==> src/design/absa_pkg.sv <==
// Shared constants, types and helpers for the angular bin surface averager.
package absa_pkg;

    localparam int BINS       = 16;
    localparam int BIN_BITS   = 4;
    localparam int COUNT_BITS = 16;
    localparam int SUM_BITS   = COUNT_BITS + 32;
    localparam int COORD_W    = 24;
    localparam int DIFF_W     = 25;
    localparam int VAL_W      = 32;
    localparam int ANG_W      = 16;
    localparam int ITER       = 16;
    localparam int ITER_BITS  = 4;
    // vector datapath width: headroom for CORDIC gain
    localparam int VEC_W      = 28;
    localparam int QUO_BITS   = 5;

    // configuration register indexes
    localparam logic [0:0] REG_ORIGIN_X = 1'b0;
    localparam logic [0:0] REG_ORIGIN_Y = 1'b1;
    localparam int CFG_IDX_W = 2;

    // half-turn in turn units
    localparam logic [ANG_W-1:0] HALF_TURN = 16'h8000;

    // atan(2^-i) in turn units
    function automatic logic [ANG_W-1:0] atan_turn(input logic [ITER_BITS-1:0] i);
        logic [ANG_W-1:0] t;
        case (i)
            4'd0:  t = 16'd8192;
            4'd1:  t = 16'd4836;
            4'd2:  t = 16'd2555;
            4'd3:  t = 16'd1297;
            4'd4:  t = 16'd651;
            4'd5:  t = 16'd326;
            4'd6:  t = 16'd163;
            4'd7:  t = 16'd81;
            4'd8:  t = 16'd41;
            4'd9:  t = 16'd20;
            4'd10: t = 16'd10;
            4'd11: t = 16'd5;
            4'd12: t = 16'd3;
            4'd13: t = 16'd1;
            4'd14: t = 16'd1;
            default: t = 16'd0;
        endcase
        return t;
    endfunction

    // one bin's accumulated state, passed cell to cell
    typedef struct packed {
        logic signed [SUM_BITS-1:0] psum;
        logic signed [SUM_BITS-1:0] vsum;
        logic [COUNT_BITS-1:0]      cnt;
    } t_bin;

    // point headed into the accumulator chain
    typedef struct packed {
        logic                    hit;
        logic [BIN_BITS-1:0]     idx;
        logic signed [VAL_W-1:0] p;
        logic signed [VAL_W-1:0] v;
    } t_acc;

endpackage

==> src/design/absa_cell.sv <==
// One bin cell: holds a bin's sums and count, adds matching points until its count saturates, shifts during readout.
module absa_cell import absa_pkg::*; (
    input  logic                i_clk,
    input  logic                i_rst_n,
    input  logic [BIN_BITS-1:0] i_my_idx,
    input  t_acc                i_acc,
    input  logic                i_acc_en,
    input  logic                i_shift,
    input  t_bin                i_prev,
    output t_bin                o_bin
);
    t_bin r_bin, n_bin;
    logic cnt_full;

    assign cnt_full = &r_bin.cnt;

    // accumulate, or take neighbor's contents while shifting out
    always_comb begin
        n_bin = r_bin;
        if (i_shift) begin
            n_bin = i_prev;
        end else if (i_acc_en && i_acc.hit && i_acc.idx == i_my_idx && !cnt_full) begin
            n_bin.cnt  = r_bin.cnt + 1'b1;
            n_bin.psum = r_bin.psum + SUM_BITS'(i_acc.p);
            n_bin.vsum = r_bin.vsum + SUM_BITS'(i_acc.v);
        end
    end

    always_ff @(posedge i_clk) begin
        if (!i_rst_n) begin
            r_bin <= '0;
        end else begin
            r_bin <= n_bin;
        end
    end

    assign o_bin = r_bin;
endmodule

==> config.mk <==
export PLATFORM = sky130hd
export DESIGN_NAME = absa_cell
export DESIGN_NICKNAME = d
export VERILOG_FILES = /design/src/design/absa_pkg.sv /design/src/design/absa_cell.sv
export SDC_FILE = /design/constraint.sdc
export NUM_CORES = 1
export LEC_CHECK = 0
export ABC_AREA = 1
export BUFFER_PORTS_ARGS = -buffer_cell sky130_fd_sc_hd__buf_2
export CORE_UTILIZATION = 48
export CTS_BUF_LIST = sky130_fd_sc_hd__clkbuf_8
export DETAILED_ROUTE_END_ITERATION = 7
export HOLD_SLACK_MARGIN = 0.15
export PLACE_DENSITY_LB_ADDON = 0.2
export SYNTH_ARGS = -nofsm -noshare
export SYNTH_HDL_FRONTEND = slang
export SYNTH_SLANG_ARGS = --single-unit
==> constraint.sdc <==
create_clock -name i_clk -period 2.7 [get_ports i_clk]
set_clock_uncertainty 0.2 [all_clocks]
set_input_delay 0.675 -clock i_clk [delete_from_list [all_inputs] [get_ports i_clk]]
set_output_delay 0.675 -clock i_clk [all_outputs]
set_load 0.005 [all_outputs]
==> key figures, run 1 <==
Route
  • Initial DRC count: 1438
  • Vias per Instance: 4.97
  • Routed wire length: 50400 um
  • Vias: 17000
  • WL per Instance: 14.7 um
  • Number of detailed-route iterations in the first pass: 6
  • Routed Antenna Nets: 0
  • Residual DRC: 0

Pwr
  • Leakage: 10.4 nW
  • Tot Pwr: 5.51 mW
  • PD cells: 324 nW/um^2
  • Peak supply drop: 0.218 mV

Clocking
  • CTS tree: done
  • Clock sinks: 112
  • CTS Hold Bufs: 0
  • Resize count post-CTS: 0
  • Post-CTS Setup Inserts: 0
  • Root buf cell: clkbuf_8
  • Clk Latency, worst-skew pair: 420 ps
  • H-tree Lvls: 3
  • Worst-path clk slew: 120 ps
  • CTS Buffer Depth: 2
  • TritonCTS buffer count: 9

Setup path
  • Buf+Inv Stages, Crit Path: 2
  • Crit path launch: i_acc[30]
  • Required time of the worst setup path: 2830 ps
  • CP Max Fanout: 4
  • Worst Setup End Kind: register
  • Reg-to-reg startpoint: o_bin[64]$_SDFFE_PN0P_
  • Crit Path Category: primary input to register
  • Slowest Stage Delay on Critical Path: 360 ps
  • Startpoint types: primary input
  • Reg2reg path depth: 13
  • Top delay family on crit path: simple AND/OR/NAND/NOR gates
  • CP Depth: 11
  • Worst path arrival time: 2690 ps
  • CP endpoint: o_bin[58]$_SDFFE_PN0P_
  • Critical Path Slowest Stage Cell: ha_1
  • CP cell instances: buf_2 -> ha_1 -> nand2_1 -> buf_4 -> nor2_1 -> nand2_1 -> nor3_1 -> nand3_1 -> nand4_1 -> nand3_1 -> a21oi_1
  • R2R Setup Slk: 140 ps
  • Worst flop-to-flop path endpoint: o_bin[110]$_SDFFE_PN0P_

Place
  • Hpwl dp: 42100 um
  • GPL Wtd Cong: 0.968
  • Post-Place Worst Slack: -215 ps
  • Buffers on Ports: 300
  • # placed instances: 3400

Synthesis
  • Synth cell types: 33
  • Top post-synthesis cells by area: nand2_1 32%, dfxtp_1 17%, inv_1 15%
  • #FFs+latches synth: 112
  • Mean Syn Cell Area: 5.21 sq um
  • Share of Yosys cell area claimed by the top area cell type: 0.315
  • Synth warn: 0
  • Post-synthesis instance total: 2556
  • Syn nets: 2842
  • Synthesized area: 13300 sq um
  • Register area share after synthesis: 0.169
  • Area leader, netlist: nand2_1

Floorplan
  • Core area: 27100 sq um
  • Die Y: 168 um
  • DIE WIDTH: 168 um
  • Initial Util: 0.491
  • Die ar.: 28400 sq um
  • Top-Level Pins: 301
  • # rows: 60

Timing
  • Final Setup Violations: 0
  • Max Fclk: 0.390 GHz
  • Least-Margin Pin Slew: 576 ps
  • Period minus WS final: 2560 ps
  • Relative slew margins: 0.612
  • Final Hold Vio Count: 0
  • Setup TNS: 0 ps
  • Fin crit share: 0.948
  • Final WS setup: 139 ps
  • Slew Viols, Final: 0
  • RSZ-0062 raised after global routing: no

Global route
  • Grt total ovfl: 0
  • Initial antenna violation count: 2
  • Largest net degree at the start of global routing: 61
  • Total global-route track usage: 0.353
  • Vias in the first global route: 15700
  • First-pass GRT wire length: 79400 um

Finish
  • Core Util, Final: 0.629
  • Max reg flops: 112
  • Layout cell share with drive strength beyond 1: 0.182
  • Fillers: 2825
  • Sequential standard cell area: 2240 sq um
  • Area growth from synthesis to layout: 28.0%
  • Final net count: 3325
  • Area of the multi-input gates: 8870 sq um
  • Final std cells w/o fill: 3417

Job
  • Max Cap Violations: 0

Worst hold path
  • Worst hold path type: register to register

Run status
  • Status: finished, final reports clean
placed cells by master (no fill, tap or decap), drive strengths merged:
cell type  netlist  final
a21o             2      2
a21oi          137    137
a22oi           15     15
a31oi           28     28
and2             1      1
buf             21    519
bufinv           0      1
clkbuf          26     12
clkinv           2      3
dfxtp          112    112
diode            0      1
fa               2      2
ha              95     95
inv            520    522
nand2         1119   1119
nand3          155    155
nand3b           4      4
nand4           27     27
nor2           195    195
nor3             8      8
nor4             4      4
o21ai           11     11
o21bai           4      4
o31ai            1      1
or2             14     14
xnor2           10     10
xor2            43     43
area by class of cell:
cell class / count / share of cell area
clock inverters: 4 / 0.00301
clock buffers: 12 / 0.00970
multi-input cells: 1875 / 0.521
well taps: 372 / 0.0273
diodes: 1 / 0.000147
repair buffers: 519 / 0.192
inverters: 522 / 0.115
flip-flops and latches: 112 / 0.132
power breakdown:
part / total [mW] / switching [mW] / internal (mW) / leakage (nW)
sequential: 1.86 / 0.106 / 1.75 / 0.924
clock: 1.22 / 0.714 / 0.511 / 0.114
combinational: 2.43 / 1.40 / 1.03 / 9.34
worst min-delay path by stage:
| stage | from | endpoint | slack [ps] | depth (start not counted) |
|---|---|---|---|---|
| floorplan | o_bin[22]$_SDFFE_PN0P_ | o_bin[22]$_SDFFE_PN0P_ | 280 | 2 |
| global placement | o_bin[19]$_SDFFE_PN0P_ | o_bin[19]$_SDFFE_PN0P_ | 270 | 2 |
| detailed placement | o_bin[19]$_SDFFE_PN0P_ | o_bin[19]$_SDFFE_PN0P_ | 280 | 2 |
| CTS | i_prev[21] | o_bin[21]$_SDFFE_PN0P_ | 300 | 3 |
| global route | i_prev[24] | o_bin[24]$_SDFFE_PN0P_ | 300 | 3 |
| finish | o_bin[69]$_SDFFE_PN0P_ | o_bin[69]$_SDFFE_PN0P_ | 300 | 2 |
tightest hold or removal path, cell delays in order, from the launching register on:
cell and delay, ps:
dfxtp_1 350, nand2_1 60, a21oi_1 50
logic make-up (layout without fill, tap and decap cells):
family	after synthesis	in the layout	synth area share
AOI/OAI and AO/OA	198	198	0.0812
xor gates and xnor gates	53	53	0.0349
adders and majority gates	97	97	0.0923
buffers and inverters	569	1057	0.166
DFF	112	112	0.169
other	0	1	0
and+or+nand+nor	1527	1527	0.457
synthesized netlist by cell type, drive strengths merged:
library cell	number
dfxtp	112
nand3	155
xnor2	10
nor2	195
fa	2
or2	14
a21o	2
o21bai	4
o21ai	11
buf	21
inv	520
clkbuf	26
nor4	4
a21oi	137
xor2	43
nor3	8
nand4	27
ha	95
nand2	1119
nand3b	4
and2	1
a31oi	28
clkinv	2
o31ai	1
a22oi	15
per-stage QoR:
stage | hold slack [ps] | cell area, sq um
4_1_cts | 297 | 17000
6_report | 300 | 17000
2_1_floorplan | 276 | 13300
3_5_place_dp | 282 | 16800
5_1_grt | 301 | 17000
3_3_place_gp | 272 | 16800
routing by layer:
metal	track usage	wire [um]	share of wire
met1	0.480	23200	0.46
met2	0.562	21300	0.42
met3	0.0510	4030	0.080
met4	0.140	1890	0.038
met5	0	8	0.00016
No activity file was read; power rests on OpenSTA's default activity.
==> run 2, diff against run 1 <==
--- a/config.mk
+++ b/config.mk
@@ -5,7 +5,6 @@
 export SDC_FILE = /design/constraint.sdc
 export NUM_CORES = 1
 export LEC_CHECK = 0
-export ABC_AREA = 1
 export BUFFER_PORTS_ARGS = -buffer_cell sky130_fd_sc_hd__buf_2
 export CORE_UTILIZATION = 48
 export CTS_BUF_LIST = sky130_fd_sc_hd__clkbuf_8
==> run 2 against run 1 <==
  * Global-route usage increased by 1.7 points
  * The run now ends with negative setup slack left
  * Register-to-register slack got worse by 640 ps
  * Core utilization increased by 19 points
  * Critical path depth increased by 3
  * Sequential share of layout area decreased by 0.096 points
  * Final cell count decreased by 30%
  * Sequential power about the same
  * Clock power decreased by 8%
  * Largest cell class unchanged
  * Synthesized cell count decreased by 44%
  * Non-clock buffer count increased by 239
  * Die area decreased by 21%
  * Wire length decreased by 5.8%
==> key figures, run 2 <==
Run status
  • Status: finished, violations left
  • Failing checks: negative setup slack

Synthesis
  • Synth cell count leaders: 175 x a21oi_1, 167 x nand2_1, 112 x dfxtp_1
  • Cell with the most instances after synthesis: a21oi_1
  • Area leader, netlist: dfxtp_1
  • Share of Yosys cell area claimed by the top area cell type: 0.213
  • #FFs+latches synth: 112
  • Register area share after synthesis: 0.213
  • Ys flop type: dfxtp_1
  • Syn nets: 1719
  • Synthesized area: 10500 sq um
  • Synth cell types: 74
  • Asr flop ratio synth: 0
  • Mean Syn Cell Area: 7.34 sq um
  • Post-synth EDFFs: 0
  • Top post-synthesis cells by area: dfxtp_1 21%, ha_1 11%, a21oi_1 8.3%
  • Synth warn: 0
  • Post-synthesis instance total: 1433

Timing
  • Final WS setup: -508 ps
  • Max Fclk: 0.312 GHz
  • Hold_ws: 270 ps
  • Final Setup Violations: 56
  • Final Hold Vio Count: 0
  • Period minus WS final: 3210 ps
  • RSZ-0062 raised after global routing: yes
  • Relative slew margins: 0.657
  • Slew Viols, Final: 0
  • Fin crit share: 1.19
  • Least-Margin Pin Slew: 509 ps

Global route
  • Met1 Use GR: 0.458
  • Vias in the first global route: 13200
  • Initial antenna violation count: 7
  • Grt total ovfl: 0
  • Total global-route track usage: 0.370
  • Met3 Usage GRT: 0.0573
  • Met2 Use GR: 0.621
  • Most used routing layer in global routing: met2
  • First-pass GRT wire length: 65800 um
  • Largest net degree at the start of global routing: 104

Place
  • Buffers on Ports: 300
  • # placed instances: 2313
  • Hpwl dp: 32500 um
  • GPL Wtd Cong: 0.974

Finish
  • Final net count: 2396
  • Max reg flops: 112
  • Most frequent cells in the layout: 420 x buf_4, 299 x buf_2, 164 x nand2_1, 141 x a21oi_1, 99 x nor2_1
  • Final std cells w/o fill: 2397
  • Fillers: 1408
  • Area growth from synthesis to layout: 65.1%
  • Commonest non-fill, non-tap cell in the layout: buf_4
  • Layout cell share with drive strength beyond 1: 0.474

Setup path
  • Crit Path Category: primary input to register
  • Startpoint types: primary input
  • Required time of the worst setup path: 2820 ps
  • Slowest Stage Delay on Critical Path: 390 ps
  • Critical Path Slowest Stage Cell: a2111oi_4
  • CP cell instances: buf_2 -> ha_4 -> fa_2 -> a21o_1 -> a21oi_2 -> o21ai_2 -> a2111oi_4 -> nor3_2 -> o41ai_2 -> buf_4 -> o21ai_4 -> a211oi_2 -> a31oi_1 -> o311a_1
  • Worst Setup End Kind: register
  • Worst path arrival time: 3330 ps
  • CP Max Fanout: 3

Clocking
  • TritonCTS buffer count: 9
  • Worst-path clk slew: 140 ps
  • H-tree Lvls: 3
  • Clock sinks: 112
  • CTS Buffer Depth: 2
  • CTS Hold Bufs: 0
  • Root buf cell: clkbuf_8
  • CTS tree: done
  • Clk Latency, worst-skew pair: 430 ps

Floorplan
  • DIE WIDTH: 150 um
  • # rows: 53
  • Die ar.: 22500 sq um
  • Die Y: 150 um
  • Initial Util: 0.496
  • Top-Level Pins: 301
  • Core area: 21200 sq um

Route
  • Number of detailed-route iterations in the first pass: 6
  • Vias per Instance: 6.05
  • WL per Instance: 19.8 um
  • Initial DRC count: 971
  • Vias: 14500
  • Routed wire length: 47400 um
  • Residual DRC: 0
  • Routed Antenna Nets: 0

Job
  • Max Cap Violations: 0

Worst hold path
  • Worst hold path type: primary input to register

Pwr
  • Tot Pwr: 6.33 mW
  • Leakage: 8.37 nW
  • PD cells: 364 nW/um^2
  • Peak supply drop: 0.255 mV
## run 2: kinds of logic (layout without fill, tap and decap cells)
family,after synthesis,in the layout,share of synthesized area
AO/OA/AOI/OAI,570,571,0.357
XOR/XNOR,75,75,0.0625
adder cells (fa/ha/maj),97,97,0.117
buffers and inverters,124,805,0.0462
flip-flops,112,112,0.213
multiplexers,12,12,0.0123
other,0,7,0
AND/OR/NAND/NOR,443,443,0.192
## run 2: report_power, final
part	total, mW	internal, mW	switching [mW]
Clock	1.12	0.367	0.754
Sequential	1.89	1.77	0.113
Combinational	3.32	1.68	1.64
## run 2: worst max-delay path: cells and delay by family
family | cells | cell delay, ps
adders and majority gates | 2 | 530
AOI/OAI and AO/OA | 9 | 1690
buffers and inverters | 2 | 310
and+or+nand+nor | 1 | 110
## run 2: final timing paths
kind | start | end | slack [ps] | cells past startpoint
worst max-delay path | i_acc[0] | o_bin[48]$_SDFFE_PN0P_ | -510 | 14
worst min-delay path | i_prev[64] | o_bin[64]$_SDFFE_PN0P_ | 270 | 3
worst max register to register | o_bin[16]$_SDFFE_PN0P_ | o_bin[48]$_SDFFE_PN0P_ | -500 | 13
worst min register to register | o_bin[45]$_SDFFE_PN0P_ | o_bin[45]$_SDFFE_PN0P_ | 320 | 2
## run 2: what timing repair did
action	CTS	global route
gates cloned	1	3
setup endpoints to repair	58	92
setup buffers	38	30
pin swaps	105	120
resized for setup	114	101
## run 2: metrics by stage
step	setup WS (ps)	cell area, sq um	TNS, ps	utilization
after floorplan	-606	11000	-12300	-
after global placement	-974	15600	-40690	0.735
after detailed placement	-1110	15600	-45850	0.735
after CTS	-587	16600	-8710	0.783
after global routing	-662	17400	-18070	0.818
final	-508	17400	-12700	0.818
## run 2: cell type report
class	instances	area, sq um	area share
diodes	7	17.5	0.00101
clock buffers	9	124	0.00713
clock inverters	7	72.6	0.00418
inverters	31	119	0.00685
multi-input cells	1198	9180	0.529
flip-flops and latches	112	2270	0.131
well taps	275	344	0.0198
repair buffers	758	5240	0.302
## run 2: metal layers
metal	routed length [um]	vias to the layer above
li1	-	6704
met2	22300	786
met5	17	-
met3	3960	202
met4	2490	2
met1	18600	6811
