===== src/design/absa_pkg.sv =====
// Shared constants, types and helpers for the angular bin surface averager.
package absa_pkg;

    localparam int BINS       = 16;
    localparam int BIN_BITS   = 4;
    localparam int COUNT_BITS = 16;
    localparam int SUM_BITS   = COUNT_BITS + 32;
    localparam int COORD_W    = 24;
    localparam int DIFF_W     = 25;
    localparam int VAL_W      = 32;
    localparam int ANG_W      = 16;
    localparam int ITER       = 16;
    localparam int ITER_BITS  = 4;
    // vector datapath width: headroom for CORDIC gain
    localparam int VEC_W      = 28;
    localparam int QUO_BITS   = 5;

    // configuration register indexes
    localparam logic [0:0] REG_ORIGIN_X = 1'b0;
    localparam logic [0:0] REG_ORIGIN_Y = 1'b1;
    localparam int CFG_IDX_W = 2;

    // half-turn in turn units
    localparam logic [ANG_W-1:0] HALF_TURN = 16'h8000;

    // atan(2^-i) in turn units
    function automatic logic [ANG_W-1:0] atan_turn(input logic [ITER_BITS-1:0] i);
        logic [ANG_W-1:0] t;
        case (i)
            4'd0:  t = 16'd8192;
            4'd1:  t = 16'd4836;
            4'd2:  t = 16'd2555;
            4'd3:  t = 16'd1297;
            4'd4:  t = 16'd651;
            4'd5:  t = 16'd326;
            4'd6:  t = 16'd163;
            4'd7:  t = 16'd81;
            4'd8:  t = 16'd41;
            4'd9:  t = 16'd20;
            4'd10: t = 16'd10;
            4'd11: t = 16'd5;
            4'd12: t = 16'd3;
            4'd13: t = 16'd1;
            4'd14: t = 16'd1;
            default: t = 16'd0;
        endcase
        return t;
    endfunction

    // one bin's accumulated state, passed cell to cell
    typedef struct packed {
        logic signed [SUM_BITS-1:0] psum;
        logic signed [SUM_BITS-1:0] vsum;
        logic [COUNT_BITS-1:0]      cnt;
    } t_bin;

    // point headed into the accumulator chain
    typedef struct packed {
        logic                    hit;
        logic [BIN_BITS-1:0]     idx;
        logic signed [VAL_W-1:0] p;
        logic signed [VAL_W-1:0] v;
    } t_acc;

endpackage


===== src/design/absa_cordic.sv =====
// Iterative vectoring CORDIC: angle of (dx, dy) in turn units, one rotation per cycle.
module absa_cordic import absa_pkg::*; (
    input  logic                     i_clk,
    input  logic                     i_rst_n,
    input  logic                     i_start,
    input  logic signed [DIFF_W-1:0] i_dx,
    input  logic signed [DIFF_W-1:0] i_dy,
    output logic                     o_done,
    output logic [ANG_W-1:0]         o_angle
);
    logic                    r_busy, n_busy;
    logic [ITER_BITS-1:0]    r_i, n_i;
    logic signed [VEC_W-1:0] r_x, n_x, r_y, n_y;
    logic [ANG_W-1:0]        r_z, n_z;
    logic                    r_done, n_done;
    logic signed [VEC_W-1:0] xs, ys, dxe, dye;

    assign dxe = VEC_W'(i_dx);
    assign dye = VEC_W'(i_dy);
    assign xs  = r_x >>> r_i;
    assign ys  = r_y >>> r_i;

    // load, then one micro-rotation per cycle
    always_comb begin
        n_busy = r_busy;
        n_i    = r_i;
        n_x    = r_x;
        n_y    = r_y;
        n_z    = r_z;
        n_done = 1'b0;
        if (i_start) begin
            n_i = '0;
            if (i_dx == '0 && i_dy == '0) begin
                n_busy = 1'b0;
                n_done = 1'b1;
                n_z    = '0;
            end else begin
                n_busy = 1'b1;
                if (i_dx < 0) begin
                    n_x = -dxe;
                    n_y = -dye;
                    n_z = HALF_TURN;
                end else begin
                    n_x = dxe;
                    n_y = dye;
                    n_z = '0;
                end
            end
        end else if (r_busy) begin
            if (r_y >= 0) begin
                n_x = r_x + ys;
                n_y = r_y - xs;
                n_z = r_z + atan_turn(r_i);
            end else begin
                n_x = r_x - ys;
                n_y = r_y + xs;
                n_z = r_z - atan_turn(r_i);
            end
            n_i = r_i + 1'b1;
            if (r_i == ITER_BITS'(ITER - 1)) begin
                n_busy = 1'b0;
                n_done = 1'b1;
            end
        end
    end

    always_ff @(posedge i_clk) begin
        if (!i_rst_n) begin
            r_busy <= 1'b0;
            r_done <= 1'b0;
        end else begin
            r_busy <= n_busy;
            r_done <= n_done;
        end
        r_i <= n_i;
        r_x <= n_x;
        r_y <= n_y;
        r_z <= n_z;
    end

    assign o_done  = r_done;
    assign o_angle = r_z;
endmodule


===== config.mk =====
export PLATFORM = sky130hd
export DESIGN_NAME = absa_cordic
export DESIGN_NICKNAME = d
export VERILOG_FILES = /design/src/design/absa_pkg.sv /design/src/design/absa_cordic.sv
export SDC_FILE = /design/constraint.sdc
export NUM_CORES = 1
export LEC_CHECK = 0
export ABC_AREA = 1
export BUFFER_PORTS_ARGS = -buffer_cell sky130_fd_sc_hd__clkbuf_2
export CAP_MARGIN = 20
export CORE_AREA = 3 3 156 158
export CTS_CLUSTER_SIZE = 12
export DETAILED_ROUTE_END_ITERATION = 12
export DIE_AREA = 0 0 159 161
export PLACE_DENSITY = 0.76
export SLEW_MARGIN = 5
export SYNTH_ARGS = -nofsm -noshare
export SYNTH_HDL_FRONTEND = slang
export SYNTH_SLANG_ARGS = --single-unit

===== constraint.sdc =====
create_clock -name i_clk -period 7.6 [get_ports i_clk]
set_input_delay 0.76 -clock i_clk [delete_from_list [all_inputs] [get_ports i_clk]]
set_output_delay 0.76 -clock i_clk [all_outputs]
set_load 0.02 [all_outputs]

==> results.toml, run 1 <==
[logic_synthesis]
netlist_area_mm2 = 0.0126
syn_nets = 2201
syn_inst = 2058
synth_cell_types = 61
ys.flop_type = "edfxtp_1"
syn_avg_cell_area_um2 = 6.13
synth_top_cell_by_area = "nand2_1"
synth_top_area_share_pct = 17.4
synth-seq-cells = 92
yosys_warnings = 0
ys_seq_area_share_pct = 20.3
synth_edf_count = 72
synthTopCellsByArea = "nand2_1 17%, edfxtp_1 17%, nand3_1 10%"
async_reset_ff_share_pct = 0

[die]
initial_core_util_pct = 54.2
core_area_mm2 = 0.0233
dieArea_mm2 = 0.0256
num_io_pins = 70
placement_rows = 56
die_height_um = 161
die_width_um = 159

[global_routing]
first_global_vias = 12700
grt_max_degree = 62
grt_pass1_wl_mm = 61.5
grt_usage_pct = 28.8
grt.overflow.total = 0
antenna_found_initial = 0

[sta]
setup_tns_ns = 0
timing.hold.ws_ns = 0.654
hold_viol = 0
setup_violations = 0
worst_pin_slew_ns = 1.06
period_share_pct = 72.2
finalMaxSlewViolations = 0
fin_skew_ns = 0.0113
layout_setup_ws_ns = 2.12
clock.fmax_mhz = 182
max-slew-margin-rel_pct = 29.3
rsz0062_at_grt = "false"
fin_crit_ns = 5.48

[clocking]
cts_max_level = 3
postCtsSetupBuffers = 0
cts_made_buffers = 9
cts_root_buffer = "clkbuf_16"
clock-sinks = 92
post_cts_resized = 0
cts_tree = "yes"
cts_hold_buffers = 0
clkTransAtPathRegs_ns = 0.09
worstSkewPairLatency_ns = 0.37
clockBufferDepth = 2

[worst_setup_path]
reg2regPathDepth = 26
crit_required_ns = 7.74
cp.arrival_ns = 5.62
start_kind = "flip-flop"
crit_type = "reg2reg"
crit_path_end_kind = "flip-flop"
critical_path.max_fanout = 56

[detailed_routing]
drtPass1Iterations = 6
drtIter0Drc = 1121
routedWlPerCell_um = 15.6
antenna_left = 0
vias = 13600
wirelength_mm = 37.4
drc = 0
via_per_inst = 5.69

[power_and_ir_drop]
swShare_pct = 56.1
power.density_mw_per_mm2 = 504
irDropWorstVdd_uv = 218
power.share.clock_pct = 7.3
power.switching_uw = 3780
pwr-share-seq_pct = 17.1
p_int_uw = 2960
p_leak_uw = 0.00649
p_comb_share_pct = 75.6

[place]
dp_slack_ns = 2.19
place.gp.congestion = 1.01
portBuffers = 69
dp_hpwl_mm = 28.7
place_inst = 2380

[finish]
drive_gt1_share_pct = 7.99
diodes = 0
final_cells = 2396
area_growth_pct = 5.98
num-nets-final = 2215

[worst_hold_path]
hold_path.class = "in2reg"
whs_path_depth = 2

[job]
drv_cap = 0

[run_status]
status = "finished clean"
[synthesized netlist by cell type (31+ instances only)]
| cell type | n |
|---|---|
| a21oi_1 | 146 |
| clkbuf_1 | 31 |
| edfxtp_1 | 72 |
| ha_1 | 87 |
| inv_1 | 189 |
| nand2_1 | 585 |
| nand3_1 | 261 |
| nor2_1 | 174 |
| nor3_1 | 39 |
| o21ai_0 | 129 |
| xnor2_1 | 38 |
| xor2_1 | 34 |
[layer usage]
layer  GRT usage (%)  wire (µm)  vias up
li1                -          -     6937
met5               0          0        -
met4            8.52        850        0
met3            3.00       2460       70
met1            38.3      16600     6153
met2            49.8      17500      474
[cells in the final DEF, fill, tap and decap left out, drive strengths merged, types with 4 or more instances in the layout]
master | Yosys | routed
or2 | 7 | 7
nand2 | 598 | 598
xor2 | 34 | 34
clkinv | 1 | 4
o22ai | 16 | 16
xnor2 | 38 | 38
o21bai | 7 | 7
clkbuf | 31 | 78
nand3 | 268 | 268
a21o | 10 | 10
a31oi | 12 | 12
nand4 | 18 | 18
buf | 47 | 12
ha | 87 | 87
o21ai | 150 | 150
a21oi | 147 | 147
nor4 | 4 | 4
nor2 | 185 | 185
nor3 | 48 | 48
dfxtp | 20 | 20
a211oi | 4 | 4
o211ai | 9 | 9
o21a | 5 | 5
and2 | 19 | 19
inv | 198 | 201
edfxtp | 72 | 72
[path summary, 6_finish.rpt]
path,slack (ns),start,end
setup / recovery,2.12,r_i[1],r_y[19]
hold / removal,0.65,i_rst_n,r_busy
hold reg to reg,0.66,r_busy,r_i[0]
setup reg to reg,2.12,r_i[1],r_y[19]
[power by group through the flow]
stage,Sequential (µW),Clock (µW),Combinational (µW)
after floorplan,1030,0,3980
after global placement,1140,0,4960
after detailed placement,1140,0,5020
after CTS,1130,505,5050
after global routing,1160,520,5800
final,1150,491,5100
[critical path: stages, from the launching register on]
cell     delay [ns]
dfxtp_2        0.32
buf_4          0.49
inv_2          0.36
buf_4          0.35
nand3_1        0.15
nand3_1        0.08
nand2_1        0.13
nand2_1        0.06
nand2_1        0.14
inv_1          0.06
ha_1           0.19
inv_1          0.09
nor3_4         0.06
or2_2          0.28
xor2_1         0.15
ha_1           0.35
nand2_1        0.07
inv_1          0.05
a21oi_1        0.09
o21ai_0        0.61
a21oi_1        0.20
o21ai_0        0.39
nand3_1        0.16
nand3_1        0.10
nand2_1        0.05
a21oi_1        0.15
nor2_1         0.05
[cells by family after synthesis]
logic type               share of synthesized area, %
XOR/XNOR                                         5.00
buffers and inverters                            9.13
adder cells (fa/ha/maj)                          9.11
flip-flops                                       20.3
AO/OA/AOI/OAI                                    16.4
multiplexers                                   0.0794
AND/OR/NAND/NOR                                  39.9
[metrics by stage]
stage | cell area, µm² | power [µW] | utilization, %
6_report | 13400 | 6740 | 57.5
3_3_place_gp | 13100 | 6100 | 56.1
3_5_place_dp | 13100 | 6160 | 56.1
4_1_cts | 13400 | 6690 | 57.5
2_1_floorplan | 12600 | 5000 | -
5_1_grt | 13400 | 7480 | 57.5
[area by class of cell]
class	count	area [µm²]
Tap cell	319	399
Clock inverter	7	80.1
Clock buffer	9	225
Timing Repair Buffer	81	435
Fill cell	2416	9900
Inverter	199	752
Multi-Input combinational cell	1689	8910
Sequential cell	92	2560
(Power assumes the default switching activity.)
==> run 2: changes to the inputs <==
--- a/config.mk
+++ b/config.mk
@@ -12,7 +12,7 @@
 export CTS_CLUSTER_SIZE = 12
 export DETAILED_ROUTE_END_ITERATION = 12
 export DIE_AREA = 0 0 159 161
-export PLACE_DENSITY = 0.76
+export PLACE_DENSITY = 0.79
 export SLEW_MARGIN = 5
 export SYNTH_ARGS = -nofsm -noshare
 export SYNTH_HDL_FRONTEND = slang
==> constraint.sdc (replaced) <==
create_clock -name i_clk -period 4.9 [get_ports i_clk]
set_input_delay 0.49 -clock i_clk [delete_from_list [all_inputs] [get_ports i_clk]]
set_output_delay 0.49 -clock i_clk [all_outputs]
set_load 0.02 [all_outputs]
==> run 2 against run 1 <==
Critical path depth is the same. Count of clock-buffer cells in the layout unchanged. Clock power grew 56%. Wire length increased by 3.3%. Sequential power is 52% higher. Cell count grew 0.63%. Fmax up 21%. Global-route usage is 1.0 points higher.
==> results.toml, run 2 (synthesis results as in run 1) <==
[global_routing]
antenna_found_initial = 0
grt.overflow.total = 0
grt_use_met3_pct = 2.82
grt_max_degree = 58
grt_most_used_layer = "met2"
use_met2_pct = 50.9
grt_usage_pct = 29.8
first_global_vias = 13200
grt_pass1_wl_mm = 63.8
grt.met1_usage_pct = 39.7

[die]
placement_rows = 56
num_io_pins = 70
die_height_um = 161
initial_core_util_pct = 54.2
dieArea_mm2 = 0.0256
core_area_mm2 = 0.0233
die_width_um = 159

[clocking]
cts_made_buffers = 9
cts_max_level = 3
cts_tree = "yes"
clockBufferDepth = 2
clkTransAtPathRegs_ns = 0.09
clock-sinks = 92
cts_root_buffer = "clkbuf_16"
worstSkewPairLatency_ns = 0.37

[detailed_routing]
drtIter0Drc = 1113
vias = 13900
routedWlPerCell_um = 16.0
antenna_left = 0
drc = 0
drtPass1Iterations = 7
wirelength_mm = 38.7
via_per_inst = 5.75

[finish]
drive_gt1_share_pct = 8.70
diodes = 0
seqCellArea_mm2 = 0.00257
final_common_cell = "nand2_1"
mostFrequentLayoutCells = "585 x nand2_1, 261 x nand3_1, 188 x inv_1"
num-nets-final = 2230
area_growth_pct = 7.33
multiInputGateArea_mm2 = 0.00891
final_core_utilization_pct = 58.2
fillers = 2352
final_cells = 2411

[worst_setup_path]
cp.arrival_ns = 4.65
critical_path.max_fanout = 26
start_kind = "flip-flop"
crit_path_end_kind = "flip-flop"
crit_required_ns = 5.01
crit_type = "reg2reg"

[place]
dp_hpwl_mm = 30.0
portBuffers = 69
place_inst = 2394
place.gp.congestion = 1.03

[sta]
fin_skew_ns = 0.0151
finalMaxSlewViolations = 0
hold_viol = 0
fin_crit_ns = 4.54
worst_pin_slew_ns = 0.895
setup_violations = 0
setup_tns_ns = 0
max-slew-margin-rel_pct = 40.3
rsz0062_at_grt = "false"
clock.fmax_mhz = 220
timing.hold.ws_ns = 0.346
period_share_pct = 92.7

[run_status]
status = "finished clean"

[job]
drv_cap = 0

[power_and_ir_drop]
irDropWorstVdd_uv = 358
power.density_mw_per_mm2 = 785
p_leak_uw = 0.00658
power_uw = 10600

[worst_hold_path]
hold_path.class = "in2reg"
## run 2: changes by cell type in the layout (fill, tap and decap cells not counted), sizes merged
cell / change
clkinv: +1
buf: +15
inv: -1
## run 2: what timing repair did
item | in CTS | in global routing
hold buffers | 0 | 0
buffers inserted | 0 | 0
endpoints found under the setup margin | 0 | 15
gates resized for setup | 0 | 7
## run 2: layout make-up
| class | count | share of cell area, % |
|---|---|---|
| Clock buffer | 9 | 1.66 |
| Clock inverter | 7 | 0.573 |
| Inverter | 199 | 5.56 |
| Multi-Input combinational cell | 1689 | 65.8 |
| Sequential cell | 92 | 19.0 |
| Tap cell | 319 | 2.95 |
| Timing Repair Buffer | 96 | 4.44 |
## run 2: stage by stage
| step | cell area, µm² | setup WS [ns] |
|---|---|---|
| final | 13500 | 0.359 |
| after global routing | 13500 | 0.00131 |
| after CTS | 13500 | 0.203 |
| after detailed placement | 13200 | 0.231 |
| after global placement | 13200 | 0.321 |
| after floorplan | 12600 | 0.953 |
## run 2: per-layer routing
metal | vias up | wire, µm
li1 | 6976 | -
met1 | 6302 | 17100
met2 | 518 | 18000
met3 | 72 | 2520
met4 | 0 | 1110
met5 | - | 0
## run 2: path summary, 6_finish.rpt
kind | startpoint | endpoint | slack, ns | depth (start not counted)
setup / recovery | r_i[1] | r_x[26] | 0.36 | 26
hold / removal | i_rst_n | o_done | 0.35 | 2
setup reg to reg | r_i[1] | r_x[26] | 0.36 | 26
hold reg to reg | flip-flop | o_angle[0] | 0.67 | 3
## run 2: power breakdown
group          internal [µW]  total (µW)  switching (µW)
Sequential              1330        1750             419
Clock                    363         764             401
Combinational           2960        8110            5150
Total                   4650       10600            5970
## run 2: worst max-delay path: stages (launching register included)
cell	delay, ns
dfxtp_2	0.44
clkinv_2	0.29
buf_6	0.28
o211ai_1	0.19
nand2_1	0.07
nand2_1	0.06
nand2_1	0.10
inv_1	0.08
ha_1	0.22
nand3_1	0.12
nor2_1	0.24
nand4_1	0.25
nand2_1	0.19
xnor2_1	0.13
inv_1	0.10
ha_1	0.30
nand2_1	0.09
nor2_1	0.11
inv_1	0.06
nor3_1	0.20
nand3_1	0.11
nand3_1	0.13
nand2_1	0.08
nand2_1	0.07
a21oi_1	0.08
o21ai_0	0.18
a21oi_1	0.08
==> run 3: changes to the inputs <==
--- a/config.mk
+++ b/config.mk
@@ -8,10 +8,10 @@
 export ABC_AREA = 1
 export BUFFER_PORTS_ARGS = -buffer_cell sky130_fd_sc_hd__clkbuf_2
 export CAP_MARGIN = 20
-export CORE_AREA = 3 3 156 158
+export CORE_AREA = 2 2 155 157
 export CTS_CLUSTER_SIZE = 12
 export DETAILED_ROUTE_END_ITERATION = 12
-export DIE_AREA = 0 0 159 161
+export DIE_AREA = 0 0 157 159
 export PLACE_DENSITY = 0.79
 export SLEW_MARGIN = 5
 export SYNTH_ARGS = -nofsm -noshare
==> run 3 against run 2 <==
Fmax down 0.69%. Non-clock buffer count is the same. Sequential cell count did not move. Critical path depth is the same. Core utilization up 0.095 points. Total power shrank 0.41%. Via count shrank 0.97%. Global-route usage increased by 0.69 points. Combinational power is essentially flat.
==> results.toml, run 3 (synthesis results as in run 1) <==
[worst_hold_path]
hold_path.class = "in2reg"

[clocking]
cts_hold_buffers = 0
cts_tree = "yes"
cts_root_buffer = "clkbuf_16"
post_cts_resized = 0
cts_max_level = 3
clock-sinks = 92
cts_made_buffers = 9
clkTransAtPathRegs_ns = 0.09
clockBufferDepth = 2
worstSkewPairLatency_ns = 0.37
postCtsSetupBuffers = 0

[power_and_ir_drop]
power.share.clock_pct = 7.2
irDropWorstVdd_uv = 372
p_int_uw = 4650
pwr-share-seq_pct = 16.3
power.switching_uw = 5930
p_leak_uw = 0.00658
power_uw = 10600
p_comb_share_pct = 76.5
swShare_pct = 56.1
power.density_mw_per_mm2 = 783

[finish]
design_area_mm2 = 0.0135
num-nets-final = 2230
final_common_cell = "nand2_1"
mostFrequentLayoutCells = "585 x nand2_1, 261 x nand3_1, 188 x inv_1"
diodes = 0
fillers = 2327
drive_gt1_share_pct = 8.75
area_growth_pct = 7.18
final_cells = 2411

[place]
place_area_mm2 = 0.0132
dp_hpwl_mm = 29.8
portBuffers = 69
place.gp.congestion = 1.03
place_inst = 2394

[sta]
fin_skew_ns = 0.0140
hold_viol = 0
max-slew-margin-rel_pct = 37.5
worst_pin_slew_ns = 0.929
finalMaxSlewViolations = 0
setup_violations = 0
clock.fmax_mhz = 219
setup_tns_ns = 0
period_share_pct = 93.3
fin_crit_ns = 4.57

[worst_setup_path]
critical_path.max_fanout = 34
cp.arrival_ns = 4.68
crit_path_end_kind = "flip-flop"
crit_type = "reg2reg"
crit_required_ns = 5.01
start_kind = "flip-flop"

[detailed_routing]
drtIter0Drc = 1236
drc = 0
drtPass1Iterations = 5
wirelength_mm = 38.1
routedWlPerCell_um = 15.8
top_layer = "met4"
antenna_left = 0
wl_met1_mm = 17.0
wl_met2_mm = 17.8
via_per_inst = 5.70
vias = 13700
wl_met3_mm = 2.30

[global_routing]
grt_max_degree = 58
grt_usage_pct = 30.5
grt.overflow.total = 0
grt_pass1_wl_mm = 62.3
first_global_vias = 12700
antenna_found_initial = 0

[die]
core_area_mm2 = 0.0232
initial_core_util_pct = 54.4
die_height_um = 159
placement_rows = 56
num_io_pins = 70
die_width_um = 157
dieArea_mm2 = 0.0250

[run_status]
status = "finished clean"

[job]
drv_cap = 0
run 3: cell count changes in the layout (fill, tap and decap cells not counted), moves of 2 or more:
| cell | before | now |
|---|---|---|
| buf_6 | 2 | 0 |
| inv_8 | 1 | 4 |
| buf_4 | 22 | 25 |
| inv_6 | 3 | 1 |
run 3: per-stage QoR:
| step | setup slack, ns | hold WS, ns | util, % |
|---|---|---|---|
| final | 0.327 | 0.365 | 58.3 |
| after global routing | -0.0239 | 0.365 | 58.3 |
| after CTS | 0.373 | 0.348 | 58.1 |
| after detailed placement | 0.397 | 0.650 | 56.8 |
| after global placement | 0.462 | 0.648 | 56.8 |
| after floorplan | 0.953 | 0.574 | - |
run 3: layout make-up:
class | count | area, µm² | share of cell area, %
sequential | 92 | 2560 | 19.0
clock buffer | 9 | 225 | 1.67
multi-input combinational | 1689 | 8920 | 66.0
timing repair buffer | 96 | 581 | 4.29
tap | 319 | 399 | 2.95
clock inverter | 7 | 75.1 | 0.555
inverter | 199 | 754 | 5.58
run 3: power by group through the flow:
| stage | Clock (µW) | Combinational (µW) | Sequential [µW] |
|---|---|---|---|
| floorplan | 0 | 6170 | 1590 |
| global placement | 0 | 7770 | 1720 |
| detailed placement | 0 | 7900 | 1720 |
| CTS | 769 | 7950 | 1710 |
| global route | 792 | 9180 | 1750 |
| finish | 759 | 8090 | 1730 |
run 3: worst max-delay path: stages, from the launching register on:
cell and delay [ns]:
dfxtp_2 0.38, inv_8 0.21, buf_4 0.28, nand2_1 0.06
and2_0 0.15, nand2_1 0.09, nand3_1 0.08, nand2_1 0.14
inv_1 0.09, o21ai_0 0.34, nor2_1 0.11, nand2_1 0.15
nor2_4 0.06, a21oi_1 0.16, xor2_1 0.16, inv_1 0.06
ha_1 0.34, a21oi_1 0.20, nor2_1 0.06, a211oi_1 0.15
o21ai_0 0.15, a21oi_1 0.31, o21ai_0 0.19, a21oi_1 0.18
xor2_1 0.08, nand2_1 0.06, o21ai_0 0.08
run 3: layer usage:
| metal | vias up | global-route usage, % |
|---|---|---|
| met2 | 493 | 50.6 |
| met1 | 6204 | 42.0 |
| met3 | 64 | 2.61 |
| met5 | - | 0 |
| li1 | 6973 | - |
| met4 | 0 | 9.59 |
run 3: final timing paths:
path | start | endpoint | slack, ns | depth (start not counted)
worst max-delay path | r_i[0] | r_x[22] | 0.33 | 26
worst min-delay path | i_rst_n | o_done | 0.36 | 2
worst max register to register | r_i[0] | r_x[22] | 0.33 | 26
worst min register to register | flip-flop | o_angle[0] | 0.67 | 3
