<file path="config.mk">
export PLATFORM = sky130hd
export DESIGN_NAME = absa_div
export DESIGN_NICKNAME = d
export VERILOG_FILES = /design/src/design/absa_pkg.sv /design/src/design/absa_div.sv
export SDC_FILE = /design/constraint.sdc
export NUM_CORES = 1
export LEC_CHECK = 0
export BUFFER_PORTS_ARGS = -buffer_cell sky130_fd_sc_hd__clkbuf_2
export CAP_MARGIN = 20
export CORE_UTILIZATION = 41
export CTS_BUF_LIST = sky130_fd_sc_hd__clkbuf_16
export DETAILED_ROUTE_END_ITERATION = 12
export HOLD_SLACK_MARGIN = 0.1
export PLACE_DENSITY = 0.72
export SYNTH_ARGS = -nofsm -noshare
export SYNTH_HDL_FRONTEND = slang
export SYNTH_SLANG_ARGS = --single-unit
</file>
<file path="constraint.sdc">
create_clock -name i_clk -period 3.4 [get_ports i_clk]
set_clock_uncertainty 0.2 [all_clocks]
set_input_delay 0.17 -clock i_clk [delete_from_list [all_inputs] [get_ports i_clk]]
set_output_delay 0.17 -clock i_clk [all_outputs]
set_load 0.02 [all_outputs]
</file>
<file path="src/design/absa_pkg.sv">
// Shared constants, types and helpers for the angular bin surface averager.
package absa_pkg;

    localparam int BINS       = 16;
    localparam int BIN_BITS   = 4;
    localparam int COUNT_BITS = 16;
    localparam int SUM_BITS   = COUNT_BITS + 32;
    localparam int COORD_W    = 24;
    localparam int DIFF_W     = 25;
    localparam int VAL_W      = 32;
    localparam int ANG_W      = 16;
    localparam int ITER       = 16;
    localparam int ITER_BITS  = 4;
    // vector datapath width: headroom for CORDIC gain
    localparam int VEC_W      = 28;
    localparam int QUO_BITS   = 5;

    // configuration register indexes
    localparam logic [0:0] REG_ORIGIN_X = 1'b0;
    localparam logic [0:0] REG_ORIGIN_Y = 1'b1;
    localparam int CFG_IDX_W = 2;

    // half-turn in turn units
    localparam logic [ANG_W-1:0] HALF_TURN = 16'h8000;

    // atan(2^-i) in turn units
    function automatic logic [ANG_W-1:0] atan_turn(input logic [ITER_BITS-1:0] i);
        logic [ANG_W-1:0] t;
        case (i)
            4'd0:  t = 16'd8192;
            4'd1:  t = 16'd4836;
            4'd2:  t = 16'd2555;
            4'd3:  t = 16'd1297;
            4'd4:  t = 16'd651;
            4'd5:  t = 16'd326;
            4'd6:  t = 16'd163;
            4'd7:  t = 16'd81;
            4'd8:  t = 16'd41;
            4'd9:  t = 16'd20;
            4'd10: t = 16'd10;
            4'd11: t = 16'd5;
            4'd12: t = 16'd3;
            4'd13: t = 16'd1;
            4'd14: t = 16'd1;
            default: t = 16'd0;
        endcase
        return t;
    endfunction

    // one bin's accumulated state, passed cell to cell
    typedef struct packed {
        logic signed [SUM_BITS-1:0] psum;
        logic signed [SUM_BITS-1:0] vsum;
        logic [COUNT_BITS-1:0]      cnt;
    } t_bin;

    // point headed into the accumulator chain
    typedef struct packed {
        logic                    hit;
        logic [BIN_BITS-1:0]     idx;
        logic signed [VAL_W-1:0] p;
        logic signed [VAL_W-1:0] v;
    } t_acc;

endpackage

</file>
<file path="src/design/absa_div.sv">
// Restoring signed divider: SUM_BITS dividend by COUNT_BITS count, one quotient bit per cycle.
module absa_div import absa_pkg::*; (
    input  logic                       i_clk,
    input  logic                       i_rst_n,
    input  logic                       i_start,
    input  logic signed [SUM_BITS-1:0] i_num,
    input  logic [COUNT_BITS-1:0]      i_den,
    output logic                       o_done,
    output logic [VAL_W-1:0]           o_quo
);
    localparam int STEP_W = $clog2(SUM_BITS + 1);
    logic                    r_busy;
    logic                    r_done;
    logic [STEP_W-1:0]       r_cnt;
    logic [SUM_BITS-1:0]     r_q;
    logic [COUNT_BITS:0]     r_rem;
    logic [COUNT_BITS-1:0]   r_den;
    logic                    r_neg;
    logic [COUNT_BITS:0]     trial;
    logic [COUNT_BITS:0]     diff;
    logic [SUM_BITS-1:0]     mag;
    logic [SUM_BITS-1:0]     qfin;

    assign mag   = i_num[SUM_BITS-1] ? SUM_BITS'(-i_num) : SUM_BITS'(i_num);
    assign trial = {r_rem[COUNT_BITS-1:0], r_q[SUM_BITS-1]};
    assign diff  = trial - {1'b0, r_den};
    assign qfin  = r_neg ? -r_q : r_q;

    // shift-subtract loop
    always_ff @(posedge i_clk) begin
        if (!i_rst_n) begin
            r_busy <= 1'b0;
            r_done <= 1'b0;
        end else begin
            r_done <= 1'b0;
            if (i_start) begin
                r_busy <= 1'b1;
            end else if (r_busy && r_cnt == STEP_W'(SUM_BITS - 1)) begin
                r_busy <= 1'b0;
                r_done <= 1'b1;
            end
        end
        if (i_start) begin
            r_cnt <= '0;
            r_q   <= mag;
            r_rem <= '0;
            r_den <= i_den;
            r_neg <= i_num[SUM_BITS-1];
        end else if (r_busy) begin
            r_cnt <= r_cnt + 1'b1;
            if (!diff[COUNT_BITS]) begin
                r_rem <= diff;
                r_q   <= {r_q[SUM_BITS-2:0], 1'b1};
            end else begin
                r_rem <= trial;
                r_q   <= {r_q[SUM_BITS-2:0], 1'b0};
            end
        end
    end

    assign o_done = r_done;
    assign o_quo  = (r_den == '0) ? '0 : qfin[VAL_W-1:0];
endmodule

</file>
==> results of run 1 <==
## synthesized netlist by cell type, types with 9 or more instances
master and n:
a21oi_1 65, clkbuf_1 26, dfxtp_1 24, edfxtp_1 65, ha_1 19, inv_1 26, nand2_1 48, nand3_1 9
nor2_1 115, nor3_1 10, o21ai_0 40, o31ai_1 21, or3_1 11, xnor2_1 14, xor2_1 77
## cell usage in the layout (no fill, tap or decap), drive strengths merged, types with 23 or more instances in the layout
master,Yosys,routed
dlygate4sd3,0,60
nand2,49,49
xor2,77,77
inv,26,27
a21oi,65,65
o21ai,41,41
clkbuf,26,107
dfxtp,24,24
nor2,115,115
o31ai,23,23
edfxtp,65,65
## cells by family after synthesis
logic type / share of synthesized area (%)
mux: 1.50
buf+inv: 3.61
flops: 39.9
fa+ha+maj: 4.23
xor+xnor: 13.1
compound gates: 18.6
simple gates: 19.0
## area by class of cell
class / instances / area [µm²]
fill: 1362 / 6820
clock inverter: 7 / 86.3
inverter: 26 / 97.6
tap: 184 / 230
timing repair buffer: 169 / 1190
clock buffer: 9 / 225
multi-input combinational: 537 / 3460
sequential: 89 / 2430
## registers in the layout, summed over array words and instances (netlist names)
register and count:
o_done 1, r_busy 1, r_cnt 6, r_den 16
r_neg 1, r_q 48, r_rem 16
## power breakdown
part	total, mW	leakage (nW)	internal (mW)	switching [mW]
registers	1.39	0.834	1.29	0.102
logic	0.851	2.08	0.361	0.490
clock network	1.07	0.148	0.637	0.429
## through the flow
stage          utilization (%)  cell area [µm²]
4_1_cts                   52.8             7680
2_1_floorplan                -             6090
3_3_place_gp              46.6             6770
6_report                  53.1             7720
5_1_grt                   53.1             7720
3_5_place_dp              46.6             6770
## worst reg2reg max path: cells and delay by family (launching register included)
kind            cells  cell delay (ps)
fa+ha+maj           2              390
xor+xnor            1              470
simple gates        1               70
compound gates      4             1070
buf+inv             1               80
flops               1              360
mux                 1              390
## worst paths after layout
path | start | end | slack (ps) | cells past startpoint
worst min-delay path | i_num[38] | r_q[38] | 120 | 3
worst max register to register | r_q[47] | r_rem[0] | 280 | 10
worst max-delay path | r_q[21] | o_quo[29] | 150 | 7
worst min register to register | r_cnt[5] | r_cnt[5] | 290 | 2
## metal layers
layer  global-route usage [%]  part of all wire (%)
met5                        0                     0
met4                     8.63                   3.1
met3                     3.43                   3.7
met2                     32.7                    48
met1                     26.5                    46
## repair_timing
| action | 4_1_cts | 5_1_grt |
|---|---|---|
| hold buffers | 60 | 0 |
| endpoints found under the setup margin | 0 | 3 |
| endpoints found under the hold margin | 61 | 0 |
| resized for setup | 0 | 3 |
==> reports/results.ini, run 1 <==
[cells_and_area]
fin_cells=1021
diodes=0
area_growth_pct=26.6
drive_above_1_share_pct=17.4
final_nets=919

[sta]
worst_slack_ps=153
worst_pin_slew_ps=1030
final_hold_viol_count=0
drv_slew=0
period_needed_ps=3250
relSlewSlack_pct=31.5
totalNegativeSetupSlack_ps=0
fmax_mhz=308
rsz0062_at_grt=false
fin_crit_sh_pct=95.5
setup_viol_count_final=0
holdWs_ps=122

[logic_synthesis]
yosys.cell_types.count=61
yosysWarnings=0
yosys.area.top_type_share_pct=32.0
synth_edf_count=65
synth_nets=770
synthCells=683
synth_seq_cells=89
synthArstFlopShare_pct=0
synth_area_leader_cell=edfxtp_1
synth.area.top_cells=edfxtp_1 32%, xor2_1 11%, dfxtp_1 7.9%, nor2_1 7.1%, a21oi_1 5.3%
seq_area_frac_synth_pct=39.9
synthesis.area_mm2=0.00609
ys.flop_type=edfxtp_1
avgSynthCellArea_um2=8.92

[clocking]
cts_max_path_buffers=2
h-tree-depth=3
cts_tree=done
numCtsBuffers=9
cts_root_buf=clkbuf_16
post-cts-setup-buffers=0
cts.sinks=89
clock_latency_ps=350
clk_pin_slew_ps=70

[routing]
wl_mm=15.3
wl_per_cell_um=15.0
final_antenna_net_count=0
vias=5480
routed_via_density=5.37
dr.pass1.iters=4
first_iter_violations=398
post-route-drc-count=0

[placed_design]
hpwl_mm=10.4
place_inst=944
place_congestion=0.886
io_buffers=99
place_ws_ps=304

[job]
max_cap_violations=0

[global_route]
grt_max_degree=53
first_global_vias=5021
grt_antenna_before_repair=0
gr-total-overflow=0
track_usage_pct=20.2
grt_pass1_wl_mm=24.1

[worst_setup_path]
path_class=reg2out
slowest_stage=or4_4
path_delay_family=simple AND/OR/NAND/NOR gates
cp_data_arrival_time_ps=2880
crit_chain=or4_4 -> or4_4 -> or3_4 -> o41ai_4 -> xor2_1 -> nor2_1 -> clkbuf_2
critPathLaunchType=flip-flop
crit_fanout=4
end_kind=output pin
cpMostUsedCell=or4_4
crit_buf_inv=1
critPathRequiredTime_ps=3030
slowest_delay_ps=590

[die]
fp.dieW_um=124
core_mm2=0.0145
dieArea_mm2=0.0154
rows=44
ios=100
fp.dieH_um=124
start_util_pct=41.9

[run_status]
status=completed

[pwr]
totalPowerFinal_mw=3.31
ir_drop_mv=0.272
p_per_area_mw_per_mm2=429
p_leak_nw=3.06

[hold_path]
hold_path.class=in2reg

(Power assumes the default switching activity.)
==> run 2: changes to the inputs <==
--- a/config.mk
+++ b/config.mk
@@ -5,13 +5,14 @@
 export SDC_FILE = /design/constraint.sdc
 export NUM_CORES = 1
 export LEC_CHECK = 0
+export ABC_AREA = 1
 export BUFFER_PORTS_ARGS = -buffer_cell sky130_fd_sc_hd__clkbuf_2
 export CAP_MARGIN = 20
 export CORE_UTILIZATION = 41
 export CTS_BUF_LIST = sky130_fd_sc_hd__clkbuf_16
 export DETAILED_ROUTE_END_ITERATION = 12
 export HOLD_SLACK_MARGIN = 0.1
-export PLACE_DENSITY = 0.72
+export PLACE_DENSITY = 0.71
 export SYNTH_ARGS = -nofsm -noshare
 export SYNTH_HDL_FRONTEND = slang
 export SYNTH_SLANG_ARGS = --single-unit
==> reports/results.ini, run 2 <==
[run_status]
status=completed

[sta]
period_needed_ps=2780  ; -468 ps
setup_viol_count_final=0  ; unchanged
fin_crit_sh_pct=81.7  ; -14 points
holdWs_ps=102  ; -19.7 ps
totalNegativeSetupSlack_ps=0  ; unchanged
drv_slew=0  ; unchanged
fmax_mhz=360  ; +17%
worst_pin_slew_ps=695  ; -333 ps
final_hold_viol_count=0  ; unchanged
relSlewSlack_pct=53.6  ; +22 points
rsz0062_at_grt=false

[logic_synthesis]
synth.area.top_cells=edfxtp_1 27%, nand2_1 18%, inv_1 9.2%, nand3_1 8.3%, dfxtp_1 6.6%
seq_area_frac_synth_pct=33.2  ; -6.7 points
ys.flop_type=edfxtp_1
synthTopCellsByCount=352 x nand2_1, 179 x inv_1, 121 x nand3_1, 121 x nor2_1, 65 x edfxtp_1
yosys.cell_types.count=38  ; -38%
synthArstFlopShare_pct=0  ; unchanged
synth_edf_count=65  ; unchanged
synth_nets=1231  ; +60%
synth_area_leader_cell=edfxtp_1
synth_seq_cells=89  ; unchanged
avgSynthCellArea_um2=6.41  ; -28%
synthesis.area_mm2=0.00733  ; +20%
synth.most_common_cell=nand2_1
yosysWarnings=0  ; unchanged
yosys.area.top_type_share_pct=26.6  ; -5.4 points
synthCells=1144  ; +67%

[global_route]
grt_pass1_wl_mm=34.1  ; +41%
first_global_vias=6965  ; +39%
grt_antenna_before_repair=0  ; unchanged
grt_max_degree=58  ; +9.4%
gr-total-overflow=0  ; unchanged
track_usage_pct=23.8  ; +3.7 points

[placed_design]
io_buffers=99  ; unchanged
place_congestion=0.935  ; +5.5%
place_inst=1445  ; +53%
hpwl_mm=16.3  ; +57%
post_dp_cell_area_mm2=0.00802  ; +18%

[pwr]
p_per_area_mw_per_mm2=363  ; -15%
ir_drop_mv=0.266  ; -2.3%
p_leak_nw=4.42  ; +44%

[hold_path]
hold_path.class=in2reg

[cells_and_area]
area_growth_pct=21.4
final_nets=1375  ; +50%
fin_cells=1518  ; +49%
largest_reg_flops=48  ; unchanged
largest-register=r_q
diodes=0  ; unchanged
design_area_mm2=0.00891  ; +15%
layout_common_cells=352 x nand2_1, 178 x inv_1, 121 x nor2_1, 121 x nand3_1, 99 x clkbuf_2
layout_commonest_cell=nand2_1
drive_above_1_share_pct=11.3  ; -6.2 points
largestRegisters=r_q (48), r_den (16), r_rem (16)

[worst_setup_path]
critPathLaunchType=flip-flop
cp-startpoint=r_q[0]
r2r_cells=14  ; +4
end_kind=output pin
path_class=reg2out
reg2reg_from=r_den[0]
r2r_end=r_rem[2]
critPathRequiredTime_ps=3030  ; about the same
crit_end=o_quo[20]
rrSetupSlack_ps=860  ; +580 ps
cp_data_arrival_time_ps=2410  ; -470 ps
crit_fanout=5  ; +1

[routing]
post-route-drc-count=0  ; unchanged
routed_via_density=5.16  ; -3.9%
final_antenna_net_count=0  ; unchanged
dr.pass1.iters=6  ; +2
wl_per_cell_um=14.1  ; -6.1%
vias=7829  ; +43%
first_iter_violations=700  ; +76%
wl_mm=21.4  ; +40%

[clocking]
post-cts-setup-buffers=0  ; unchanged
cts_max_path_buffers=2  ; unchanged
clk_pin_slew_ps=70  ; about the same
cts_root_buf=clkbuf_16
h-tree-depth=3  ; unchanged
cts.sinks=89  ; unchanged
clock_latency_ps=360  ; about the same
numCtsBuffers=9  ; unchanged
cts_tree=done

[die]
fp.dieW_um=136  ; +9.5%
start_util_pct=42.3  ; +0.32 points
core_mm2=0.0174  ; +19%
dieArea_mm2=0.0184  ; +20%
ios=100  ; unchanged
fp.dieH_um=136  ; +9.5%
rows=48  ; +9.1%

[job]
max_cap_violations=0  ; unchanged

-- run 2: cell count changes after synthesis, moves of 17 or more --
cell     change
nand3_1    +112
xor2_1      -59
nand2_1    +304
a21oi_1     -23
inv_1      +153
o31ai_1     -17
nand4_1     +32
-- run 2: how the worst min path moves through the flow --
stage	from	end	slack, ps	cells past startpoint
floorplan	i_den[0]	r_den[0]	70	0
global placement	i_den[9]	r_den[9]	150	1
detailed placement	i_den[8]	r_den[8]	150	1
CTS	i_num[21]	r_q[21]	110	4
global route	i_num[4]	r_q[4]	140	3
finish	i_num[13]	r_q[13]	100	4
-- run 2: final cells by class --
cell class / count / area (µm²)
inverters: 179 / 672
flip-flops and latches: 89 / 2430
well taps: 225 / 282
fillers: 1718 / 8450
clock inverters: 7 / 93.8
multi-input cells: 846 / 4080
clock buffers: 9 / 225
repair buffers: 163 / 1120
-- run 2: kinds of logic after synthesis --
| kind of cell | Yosys count | synth area share (%) |
|---|---|---|
| AND/OR/NAND/NOR | 687 | 40.5 |
| buffers and inverters | 209 | 11.2 |
| AO/OA/AOI/OAI | 111 | 8.32 |
| flip-flops | 89 | 33.2 |
| XOR/XNOR | 28 | 3.34 |
| adder cells (fa/ha/maj) | 20 | 3.51 |
-- run 2: through the flow --
stage                     power [mW]  utilization (%)  setup WS [ps]
after floorplan                 1.84                -            972
after global placement          2.09             46.2            995
after detailed placement        2.10             46.2            884
after CTS                       3.24             51.3            635
after global routing            3.38             51.3            362
final                           3.23             51.3            621
-- run 2: per-layer routing --
layer,wire [µm],global-route usage (%),vias to the layer above
met5,0,0,-
li1,-,-,3989
met4,509,8.55,0
met3,1220,3.07,34
met1,9700,32.1,3556
met2,9950,39.0,250
-- run 2: repair_timing --
action                                 in CTS  in global routing
endpoints found under the hold margin      63                  0
hold buffers                               57                  0
gates resized for setup                     0                  0
-- run 2: power breakdown --
group          internal [mW]  switching [mW]
Combinational          0.280           0.511
Sequential              1.27          0.0729
Clock                  0.644           0.453
-- run 2: worst max-delay path: stages (launching register included) --
cell and delay (ps):
edfxtp_1 360, inv_1 160, ha_1 250, nand3_2 130, inv_1 70, nand2_1 70
inv_1 140, nand3_2 100, nor2_2 200, nand3_1 130, nand3_1 90, nand2_1 50
nor2_1 110, clkbuf_2 180
==> run 3: changes to the inputs <==
--- a/config.mk
+++ b/config.mk
@@ -5,14 +5,14 @@
 export SDC_FILE = /design/constraint.sdc
 export NUM_CORES = 1
 export LEC_CHECK = 0
-export ABC_AREA = 1
+export ABC_AREA = 0
 export BUFFER_PORTS_ARGS = -buffer_cell sky130_fd_sc_hd__clkbuf_2
 export CAP_MARGIN = 20
 export CORE_UTILIZATION = 41
 export CTS_BUF_LIST = sky130_fd_sc_hd__clkbuf_16
 export DETAILED_ROUTE_END_ITERATION = 12
 export HOLD_SLACK_MARGIN = 0.1
-export PLACE_DENSITY = 0.71
+export PLACE_DENSITY = 0.74
 export SYNTH_ARGS = -nofsm -noshare
 export SYNTH_HDL_FRONTEND = slang
 export SYNTH_SLANG_ARGS = --single-unit
==> constraint.sdc (replaced) <==
create_clock -name i_clk -period 2.35 [get_ports i_clk]
set_clock_uncertainty 0.2 [all_clocks]
set_input_delay 0.1175 -clock i_clk [delete_from_list [all_inputs] [get_ports i_clk]]
set_output_delay 0.1175 -clock i_clk [all_outputs]
set_load 0.02 [all_outputs]
==> reports/results.ini, run 3 (synthesized netlist as in run 1, its figures left out) <==
[run_status]
status=complete, but fails checks
violations=negative setup slack

[worst_setup_path]
path_delay_family=simple AND/OR/NAND/NOR gates
end_kind=output pin
path_class=reg2out
slowest_delay_ps=570  ; +210 ps
slowest_stage=or4_4
cpMostUsedCell=or4_4
critPathLaunchType=flip-flop
crit_buf_inv=1  ; -3
crit_fanout=3  ; -2
cp_data_arrival_time_ps=2820  ; +410 ps
critPathRequiredTime_ps=2030  ; -1000 ps
crit_chain=or4_4 -> or4_4 -> or3_4 -> o41ai_4 -> xor2_1 -> nor2_2 -> buf_6

[global_route]
grt_max_degree=69  ; +19%
first_global_vias=5920  ; -15%
grt_antenna_before_repair=0  ; unchanged
gr-total-overflow=0  ; unchanged
grt_pass1_wl_mm=28.2  ; -17%
track_usage_pct=23.7  ; -0.11 points

[clocking]
cts_root_buf=clkbuf_16
cts.sinks=89  ; unchanged
numCtsBuffers=9  ; unchanged
cts_tree=done
h-tree-depth=3  ; unchanged
clock_latency_ps=350  ; about the same
cts_max_path_buffers=2  ; unchanged
clk_pin_slew_ps=70  ; about the same

[cells_and_area]
diodes=0  ; unchanged
fin_cells=1170  ; -23%
largest-register=r_q
design_area_mm2=0.00972  ; +9.1%
layout_commonest_cell=buf_4
largestRegisters=r_q (48), r_den (16), r_rem (16)
final_nets=1068  ; -22%
layout_common_cells=153 x buf_4, 100 x nor2_1, 75 x xor2_1
largest_reg_flops=48  ; unchanged
fin_util_pct=66.9  ; +16 points
area_growth_pct=59.5
drive_above_1_share_pct=40.3  ; +29 points

[pwr]
p_per_area_mw_per_mm2=551  ; +52%
ir_drop_mv=0.385  ; +45%
p_leak_nw=4.10  ; -7.2%

[sta]
worst_pin_slew_ps=674  ; -21.2 ps
setup_viol_count_final=49  ; +49
relSlewSlack_pct=55.1  ; +1.5 points
holdWs_ps=110  ; +7.52 ps
period_needed_ps=3130
final_hold_viol_count=0  ; unchanged
fin_crit_sh_pct=133
rsz0062_at_grt=true
totalNegativeSetupSlack_ps=-14020  ; -14020 ps
fmax_mhz=319
worst_slack_ps=-783  ; -1400 ps
drv_slew=0  ; unchanged

[routing]
wl_per_cell_um=17.7  ; +25%
first_iter_violations=565  ; -19%
routed_via_density=5.55  ; +7.7%
wl_mm=20.7  ; -3.3%
vias=6496  ; -17%
final_antenna_net_count=0  ; unchanged
dr.pass1.iters=6  ; unchanged
post-route-drc-count=0  ; unchanged

[die]
ios=100  ; unchanged
fp.dieH_um=124  ; -8.7%
core_mm2=0.0145  ; -16%
fp.dieW_um=124  ; -8.7%
start_util_pct=41.9  ; -0.32 points
rows=44  ; -8.3%
dieArea_mm2=0.0154  ; -17%

[placed_design]
place_congestion=0.829  ; -11%
io_buffers=99  ; unchanged
hpwl_mm=12.0  ; -26%
place_inst=1081  ; -25%
post_dp_cell_area_mm2=0.00790  ; -1.5%

[job]
max_cap_violations=0  ; unchanged

[hold_path]
hold_path.class=in2reg

==> run 3: cell count changes in the layout (fill, tap and decap cells not counted), moves of 15 or more <==
| cell | delta |
|---|---|
| nand3_1 | -115 |
| o21ai_0 | -25 |
| nand2_1 | -313 |
| buf_4 | +146 |
| nor2_1 | -21 |
| xor2_1 | +57 |
| nand4_1 | -32 |
| inv_1 | -156 |
| buf_6 | +25 |
| clkbuf_2 | -28 |
| a21oi_1 | +15 |
==> run 3: final cells by class <==
class,instances,area (µm²)
well taps,184,230
clock buffers,9,225
multi-input cells,537,4140
repair buffers,318,2530
clock inverters,7,72.6
fillers,1033,4810
inverters,26,100
flip-flops and latches,89,2430
==> run 3: per-stage QoR <==
| step | setup WS, ps | power [mW] |
|---|---|---|
| final | -783 | 5.35 |
| after global routing | -804 | 5.58 |
| after CTS | -709 | 5.10 |
| after detailed placement | -398 | 3.46 |
| after global placement | -325 | 3.43 |
| after floorplan | -258 | 2.83 |
==> run 3: power by group <==
group / leakage (nW) / switching (mW) / internal (mW)
registers: 0.834 / 0.102 / 1.86
logic: 3.13 / 1.02 / 0.893
clock network: 0.135 / 0.654 / 0.824
total: 4.10 / 1.77 / 3.58
==> run 3: final timing paths <==
kind         cells after the start  slack, ps        end       from
max                              7       -780  o_quo[29]    r_q[21]
min                              4        110    r_q[18]  i_num[18]
max reg2reg                     10       -410   r_rem[5]   r_den[0]
min reg2reg                      2        290   r_cnt[5]   r_cnt[5]
==> run 3: worst reg2reg max path, stage by stage (launching register included) <==
cell      delay, ps
edfxtp_1        430
ha_4            190
fa_2            340
nor2b_2         140
o31a_1          170
o21ai_2          90
o21ai_4         280
xor2_4          340
buf_6           190
nand2_4          50
a311oi_2        260
==> run 3: routing by layer <==
layer,vias to the layer above,share of wire [%],wire [µm],track usage (%)
met5,-,0,0,0
met2,287,50,10400,40.4
li1,3068,-,-,-
met3,73,5.5,1130,3.57
met4,0,3.9,799,10.9
met1,3068,41,8380,29.6
==> run 3: timing repair <==
item                                   in CTS  in global routing
resized for setup                          59                139
endpoints found under the hold margin      66                  0
setup endpoints to repair                  49                 70
pin swaps                                  30                 54
hold buffers                               55                  0
buffers inserted                            9                 18
gates cloned                                1                  2
